$ cat src/design/sss_pkg.sv
// Types and constants of the sorted set store.
package sss_pkg;

  localparam int CAPACITY_DEFAULT = 64;

  typedef enum logic [1:0] {
    ACT_INSERT = 2'd0,
    ACT_REMOVE = 2'd1,
    ACT_SEARCH = 2'd2,
    ACT_NONE   = 2'd3
  } act_t;

  typedef enum logic [2:0] {
    ST_OK       = 3'd0,
    ST_DUP      = 3'd1,
    ST_FULL     = 3'd2,
    ST_EMPTY    = 3'd3,
    ST_NOTFOUND = 3'd4
  } status_t;

  typedef enum logic [3:0] {
    S_IDLE,
    S_DECODE,
    S_SCAN,
    S_SCAN_CHK,
    S_SHIFT_START,
    S_SHIFT,
    S_SHIFT_WR,
    S_POP_DONE
  } state_t;

  typedef enum logic [2:0] {
    IDX_HOLD,
    IDX_CLR,
    IDX_INC,
    IDX_DEC,
    IDX_COUNT
  } idx_op_t;

  typedef enum logic [1:0] {
    RD_IDX,
    RD_IDX_M1,
    RD_CNT_M1
  } rd_sel_t;

  typedef enum logic [1:0] {
    WR_NONE,
    WR_SHIFT,
    WR_KEY
  } wr_sel_t;

  typedef enum logic [1:0] {
    RES_ZERO,
    RES_KEY,
    RES_RDATA
  } res_sel_t;

  typedef struct packed {
    logic     load;
    idx_op_t  idx_op;
    logic     pos_load;
    logic     rd_en;
    rd_sel_t  rd_sel;
    wr_sel_t  wr_sel;
    logic     count_inc;
    logic     count_dec;
    logic     emit;
    status_t  emit_status;
    res_sel_t res_sel;
  } dp_cmd_t;

  typedef struct packed {
    act_t act;
    logic full;
    logic empty;
    logic idx_lt_count;
    logic idx_gt_pos;
    logic rd_lt_key;
    logic rd_eq_key;
  } dp_stat_t;

endpackage

$ cat src/design/sss_dp.sv
// Datapath of the sorted set store: entry memory, pointers, count and result registers.
module sss_dp import sss_pkg::*; #(
  parameter int CAPACITY = CAPACITY_DEFAULT
) (
  input  logic               clk,
  input  logic               rst,
  input  dp_cmd_t            cmd,
  input  logic [1:0]         action,
  input  logic signed [31:0] operand_value,
  output dp_stat_t           stat,
  output logic               done,
  output logic [2:0]         status,
  output logic signed [31:0] result_value,
  output logic [6:0]         entry_count
);

  localparam int AW = (CAPACITY > 1) ? $clog2(CAPACITY) : 1;
  localparam int CW = $clog2(CAPACITY + 1);

  logic signed [31:0] mem [CAPACITY];
  logic signed [31:0] rdata;
  logic signed [31:0] key;
  act_t               act;
  logic [CW-1:0]      count;
  logic [CW-1:0]      count_next;
  logic [CW-1:0]      idx;
  logic [CW-1:0]      idx_next;
  logic [CW-1:0]      idx_m1;
  logic [CW-1:0]      cnt_m1;
  logic [CW-1:0]      pos;
  logic [AW-1:0]      rd_addr;

  assign idx_m1 = idx - CW'(1);
  assign cnt_m1 = count - CW'(1);

  always_comb begin
    case (cmd.rd_sel)
      RD_IDX:    rd_addr = idx[AW-1:0];
      RD_IDX_M1: rd_addr = idx_m1[AW-1:0];
      RD_CNT_M1: rd_addr = cnt_m1[AW-1:0];
      default:   rd_addr = idx[AW-1:0];
    endcase
  end

  always_ff @(posedge clk) begin
    if (cmd.rd_en) begin
      rdata <= mem[rd_addr];
    end
    case (cmd.wr_sel)
      WR_SHIFT: mem[idx[AW-1:0]] <= rdata;
      WR_KEY:   mem[idx[AW-1:0]] <= key;
      default: ;
    endcase
  end

  always_comb begin
    case (cmd.idx_op)
      IDX_CLR:   idx_next = '0;
      IDX_INC:   idx_next = idx + CW'(1);
      IDX_DEC:   idx_next = idx_m1;
      IDX_COUNT: idx_next = count;
      default:   idx_next = idx;
    endcase
  end

  always_comb begin
    if (cmd.count_inc) begin
      count_next = count + CW'(1);
    end else if (cmd.count_dec) begin
      count_next = cnt_m1;
    end else begin
      count_next = count;
    end
  end

  always_ff @(posedge clk) begin
    idx <= idx_next;
    if (cmd.load) begin
      key <= operand_value;
      act <= act_t'(action);
    end
    if (cmd.pos_load) begin
      pos <= idx;
    end
    if (cmd.emit) begin
      status      <= cmd.emit_status;
      entry_count <= 7'(count_next);
      case (cmd.res_sel)
        RES_KEY:   result_value <= key;
        RES_RDATA: result_value <= rdata;
        default:   result_value <= '0;
      endcase
    end
  end

  always_ff @(posedge clk) begin
    if (rst) begin
      count <= '0;
      done  <= 1'b0;
    end else begin
      count <= count_next;
      done  <= cmd.emit;
    end
  end

  assign stat.act          = act;
  assign stat.full         = (count == CW'(CAPACITY));
  assign stat.empty        = (count == '0);
  assign stat.idx_lt_count = (idx < count);
  assign stat.idx_gt_pos   = (idx > pos);
  assign stat.rd_lt_key    = (rdata < key);
  assign stat.rd_eq_key    = (rdata == key);

endmodule

$ cat src/design/sss_ctrl.sv
// Controller of the sorted set store: sequences scan, shift and pop over the entry memory.
module sss_ctrl import sss_pkg::*; (
  input  logic     clk,
  input  logic     rst,
  input  logic     start,
  input  dp_stat_t stat,
  output logic     busy,
  output dp_cmd_t  cmd
);

  state_t state;
  state_t state_next;

  always_ff @(posedge clk) begin
    if (rst) begin
      state <= S_IDLE;
    end else begin
      state <= state_next;
    end
  end

  always_comb begin
    state_next = state;
    case (state)
      S_IDLE: begin
        if (start) state_next = S_DECODE;
      end
      S_DECODE: begin
        case (stat.act)
          ACT_INSERT: state_next = stat.full ? S_IDLE : S_SCAN;
          ACT_REMOVE: state_next = stat.empty ? S_IDLE : S_POP_DONE;
          ACT_SEARCH: state_next = S_SCAN;
          default:    state_next = S_IDLE;
        endcase
      end
      S_SCAN: begin
        if (stat.idx_lt_count) begin
          state_next = S_SCAN_CHK;
        end else if (stat.act == ACT_INSERT) begin
          state_next = S_SHIFT_START;
        end else begin
          state_next = S_IDLE;
        end
      end
      S_SCAN_CHK: begin
        if (stat.rd_lt_key) begin
          state_next = S_SCAN;
        end else if (!stat.rd_eq_key && stat.act == ACT_INSERT) begin
          state_next = S_SHIFT_START;
        end else begin
          state_next = S_IDLE;
        end
      end
      S_SHIFT_START: state_next = S_SHIFT;
      S_SHIFT: begin
        state_next = stat.idx_gt_pos ? S_SHIFT_WR : S_IDLE;
      end
      S_SHIFT_WR: state_next = S_SHIFT;
      S_POP_DONE: state_next = S_IDLE;
      default:    state_next = S_IDLE;
    endcase
  end

  always_comb begin
    cmd             = '0;
    cmd.idx_op      = IDX_HOLD;
    cmd.rd_sel      = RD_IDX;
    cmd.wr_sel      = WR_NONE;
    cmd.emit_status = ST_OK;
    cmd.res_sel     = RES_ZERO;
    busy            = (state != S_IDLE);
    case (state)
      S_IDLE: begin
        if (start) begin
          cmd.load   = 1'b1;
          cmd.idx_op = IDX_CLR;
        end
      end
      S_DECODE: begin
        case (stat.act)
          ACT_INSERT: begin
            if (stat.full) begin
              cmd.emit        = 1'b1;
              cmd.emit_status = ST_FULL;
            end
          end
          ACT_REMOVE: begin
            if (stat.empty) begin
              cmd.emit        = 1'b1;
              cmd.emit_status = ST_EMPTY;
            end else begin
              cmd.rd_en     = 1'b1;
              cmd.rd_sel    = RD_CNT_M1;
              cmd.count_dec = 1'b1;
            end
          end
          ACT_SEARCH: ;
          default: cmd.emit = 1'b1;
        endcase
      end
      S_SCAN: begin
        if (stat.idx_lt_count) begin
          cmd.rd_en = 1'b1;
        end else if (stat.act != ACT_INSERT) begin
          cmd.emit        = 1'b1;
          cmd.emit_status = ST_NOTFOUND;
        end
      end
      S_SCAN_CHK: begin
        if (stat.rd_lt_key) begin
          cmd.idx_op = IDX_INC;
        end else if (stat.rd_eq_key) begin
          cmd.emit = 1'b1;
          if (stat.act == ACT_INSERT) begin
            cmd.emit_status = ST_DUP;
          end else begin
            cmd.res_sel = RES_KEY;
          end
        end else if (stat.act != ACT_INSERT) begin
          cmd.emit        = 1'b1;
          cmd.emit_status = ST_NOTFOUND;
        end
      end
      S_SHIFT_START: begin
        cmd.pos_load = 1'b1;
        cmd.idx_op   = IDX_COUNT;
      end
      S_SHIFT: begin
        if (stat.idx_gt_pos) begin
          cmd.rd_en  = 1'b1;
          cmd.rd_sel = RD_IDX_M1;
        end else begin
          // The gap has reached the sorted position: drop the new value in.
          cmd.wr_sel    = WR_KEY;
          cmd.count_inc = 1'b1;
          cmd.emit      = 1'b1;
        end
      end
      S_SHIFT_WR: begin
        cmd.wr_sel = WR_SHIFT;
        cmd.idx_op = IDX_DEC;
      end
      S_POP_DONE: begin
        cmd.emit    = 1'b1;
        cmd.res_sel = RES_RDATA;
      end
      default: ;
    endcase
  end

endmodule

$ cat src/design/sorted_set_store_top.sv
// Top level of the sorted set store: controller and datapath.
//
//  channel   signals                              handshake
//  command   action, operand_value                start & !busy
//  result    status, result_value, entry_count    done, one cycle
//
// An unused code, a full insert or an empty remove finishes in the decode state; a remove
// reads the last entry and pops it. A search or insert scans each stored entry below its
// key, then checks the first entry not below the key if one exists. An insert that stores
// its value then shifts each larger entry up by one place and writes the value into the gap.
// done is high in the first cycle that busy is low; reset clears the count.
// The receiver cannot stall, so busy depends on the sequencer alone.
module sorted_set_store_top import sss_pkg::*; #(
  parameter int CAPACITY = CAPACITY_DEFAULT
) (
  input  logic               clk,
  input  logic               rst,
  input  logic               start,
  output logic               busy,
  input  logic [1:0]         action,
  input  logic signed [31:0] operand_value,
  output logic               done,
  output logic [2:0]         status,
  output logic signed [31:0] result_value,
  output logic [6:0]         entry_count
);

  dp_cmd_t  cmd;
  dp_stat_t stat;

  sss_ctrl u_ctrl (
    .clk   (clk),
    .rst   (rst),
    .start (start),
    .stat  (stat),
    .busy  (busy),
    .cmd   (cmd)
  );

  sss_dp #(.CAPACITY(CAPACITY)) u_dp (
    .clk           (clk),
    .rst           (rst),
    .cmd           (cmd),
    .action        (action),
    .operand_value (operand_value),
    .stat          (stat),
    .done          (done),
    .status        (status),
    .result_value  (result_value),
    .entry_count   (entry_count)
  );

endmodule

$ cat config.mk
export PLATFORM = sky130hd
export DESIGN_NAME = sorted_set_store_top
export DESIGN_NICKNAME = d
export VERILOG_FILES = /design/src/design/sss_pkg.sv /design/src/design/sss_dp.sv /design/src/design/sss_ctrl.sv /design/src/design/sorted_set_store_top.sv
export SDC_FILE = /design/constraint.sdc
export NUM_CORES = 2
export LEC_CHECK = 0
export BUFFER_PORTS_ARGS = -buffer_cell sky130_fd_sc_hd__buf_2
export CORE_ASPECT_RATIO = 1.1
export CORE_MARGIN = 4
export CORE_UTILIZATION = 30
export DETAILED_ROUTE_END_ITERATION = 6
export GPL_ROUTABILITY_DRIVEN = 0
export PLACE_DENSITY = 0.42
export SLEW_MARGIN = 20
export SYNTH_ARGS = -nofsm -noshare
export SYNTH_HDL_FRONTEND = slang
export SYNTH_SLANG_ARGS = --single-unit
$ cat constraint.sdc
create_clock -name clk -period 5.9 [get_ports clk]
set_input_delay 1.18 -clock clk [delete_from_list [all_inputs] [get_ports clk]]
set_output_delay 1.18 -clock clk [all_outputs]
set_load 0.01 [all_outputs]
==> flow_summary.toml <==
[status]
status = "complete, no violations"

[sta]
maxSlewViolCount = 0
worst_hold_slack_ps = 470.8
layout_setup_ws_ps = 311.0
rsz0062_at_grt = "no"
skew_ps = 72.95
setup_viol_count_final = 0
fmaxAchievable_mhz = 178.9
finalCriticalPeriod_ps = 5589
period_share_pct = 94.73
hold_viol = 0
slew_headroom_pct = 23.26
worst_pin_slew_ps = 1148

[route]
wl_met1_um = 118800
drt_pre_antenna_iters = 5
met2_length_um = 131600
drt-total-wl_um = 271200
viasPerCell = 5.107
vias = 42750
avgRoutedWirePerCell_um = 32.40
post-route-drc-count = 0
top_layer = "met5"
route.met3.wl_um = 13780
ant_nets = 0
drt-initial-drc-count = 3916

[synth]
synth_area_per_cell_um2 = 20.98
synth.most_common_cell = "edfxtp_1"
synthFlopType = "edfxtp_1"
synth_top_area_share_pct = 76.45
yosys-top-cells-count = "2170 x edfxtp_1, 504 x mux4_2, 226 x nand2_1"
synth_edf_count = 2170
synth_area_leaders = "edfxtp_1 76%, mux4_2 13%, nand2_1 1.0%"
synth_fp_nets = 4153
yosysSeqAreaShare_pct = 76.71
ys_types = 70
netlist_area_um2 = 85240
ys_warn_count = 0
ys_ff_latch = 2181
synth_area_leader_cell = "edfxtp_1"
synthArstFlopShare_pct = 0
netlist_instances = 4062

[setup_path]
crit_path_end_kind = "flip-flop"
reg2reg_depth = 15
path_class = "flip-flop to flip-flop"
cp.arrival_ps = 6120
reg2reg_slack_ps = 310
cp-start-kind = "flip-flop"
worst_r2r_endpoint = "u_dp.rdata[2]"
worstSetupStartpoint = "u_dp.count[0]"
cp_slowest_cell = "a21oi_1"
slowest_delay_ps = 830
r2r-start = "u_dp.count[0]"
crit_top_cell = "ha_1"
path_cells = "inv_1, ha_1, or3b_2, o41ai_1, or2_2, ha_1, nor2b_1, o31a_2, buf_12, buf_4, mux4_2, nand2_1, nand3_1, a21oi_1, nor4_2"
crit_fanout = 28
crit_required_ps = 6440

[grt]
grt.overflow.total = 0
grt_pass1_wl_um = 374400
grt_pass1_vias = 44310
grt_max_degree = 69
grtUsageTotal_pct = 18.29
antenna_found_initial = 20

[floorplanning]
core-area_um2 = 283200
dieArea_um2 = 292700
die_y_um = 567.1
num_rows = 205
start_util_pct = 30.10
die_w_um = 516.2
ios = 81

[power]
power_density_nw_per_um2 = 329.6
ir_drop_mv = 0.2922
leakagePower_uw = 0.03160
report.power.total_uw = 33000

[cells_and_area]
layout-area-overhead-vs-synth_pct = 17.44
final_cells = 8370
seq_area_um2 = 65380
fill_cells = 26440
multi_input_area_um2 = 19280
drive_gt1_share_pct = 29.38
nNetsFinal = 4548

[cts]
clk-insertion-delay-late_ps = 880
cts_hold_repair.buffers = 0
root_buffer = "clkbuf_16"
cts_tree = "built"
post_cts_buffers = 0
clockBufferDepth = 4
cts-buffers-inserted = 228
clock_sinks = 2181
htreeDepth = 4
path_clk_slew_ps = 60
post_cts_resized = 0

[placed_design]
io_buffer_count = 80
dp_hpwl_um = 165000
place_inst = 7952
place_ws_ps = 51.56

[run]
cap_violations = 0

[worst_hold_path]
hold_class = "input port to flip-flop"
whs_path_depth = 1
min_to = "u_dp.key[21]"
min_from = "operand_value[21]"
==> state kept, by name (all words and copies together), names as in the netlist <==
| register | flops |
|---|---|
| u_dp.status | 3 |
| u_dp.entry_count | 7 |
| u_dp.mem | 2048 |
| u_dp.act | 2 |
| u_dp.count | 7 |
| u_dp.pos | 7 |
| u_dp.done | 1 |
| u_dp.rdata | 32 |
| u_dp.result_value | 32 |
| u_dp.idx | 7 |
| u_dp.key | 32 |
| u_ctrl.state | 3 |
==> cells in the final DEF (no fill, tap or decap), types with 13 or more instances in the layout <==
cell type  count
edfxtp_1    2170
mux4_2       504
buf_4        242
clkbuf_16    231
nand2_1      225
a22oi_1      101
nand3_1       81
buf_2         80
nor2_4        65
nor2_1        64
a22o_1        62
inv_1         60
mux2i_1       57
buf_12        57
clkinv_1      54
ha_1          53
clkinv_2      52
a21oi_1       51
clkbuf_1      40
nor3_1        34
mux2_2        33
and3_1        32
a32o_1        31
nor4_2        29
bufinv_16     21
o21ai_0       16
xnor2_1       13
==> through the flow <==
stage               TNS, ps  instance area, um2  utilization (%)
floorplan                 0               85240                -
global placement     -188.4               92870            32.80
detailed placement        0               92910            32.81
CTS                       0              100000            35.33
global route              0              100100            35.34
finish                    0              100100            35.35
==> per-layer routing <==
metal / GRT usage, % / up-vias
met3: 2.525 / 336
met1: 25.44 / 23490
met4: 4.689 / 10
li1: - / 17730
met5: 0 / -
met2: 30.23 / 1180
==> where the power goes <==
part	internal, uW	switching (uW)	total, uW
Sequential	16900	40.8	16900
Clock	8040	6040	14100
Combinational	808	1170	1980
==> area by class of cell <==
cell class              count  area share (%)
flip-flops and latches   2181           65.32
multi-input cells        1605           19.26
clock buffers             271           5.925
well taps                3726           4.657
repair buffers            381           3.397
clock inverters           138           1.200
inverters                  60          0.2250
diodes                      8         0.02000
==> logic make-up (layout without fill, tap and decap cells) <==
logic type | Yosys count | after routing | synth area share (%)
compound gates | 329 | 329 | 2.930
xor+xnor | 16 | 16 | 0.1644
fa+ha+maj | 54 | 54 | 0.7927
buf+inv | 276 | 850 | 1.414
flops | 2181 | 2181 | 76.71
mux | 596 | 596 | 14.45
other cells | 0 | 8 | 0
simple gates | 610 | 610 | 3.544
==> worst max-delay path: cells and delay by family (launching register included) <==
kind	cells	cell delay, ps
AO/OA/AOI/OAI	3	1820
adder cells (fa/ha/maj)	2	580
buffers and inverters	3	760
flip-flops	1	390
multiplexers	1	330
AND/OR/NAND/NOR	6	1330
==> how the worst max path moves through the flow <==
| stage | end | slack [ps] | cells after the start |
|---|---|---|---|
| final | u_dp.rdata[2] | 310 | 15 |
| after global routing | u_dp.rdata[29] | 10 | 17 |
| after floorplan | u_dp.mem[0][0] | 460 | 12 |
| after detailed placement | u_dp.rdata[29] | 50 | 17 |
| after CTS | u_dp.rdata[29] | 5 | 17 |
| after global placement | u_dp.rdata[12] | -190 | 15 |
(Power assumes the default switching activity.)
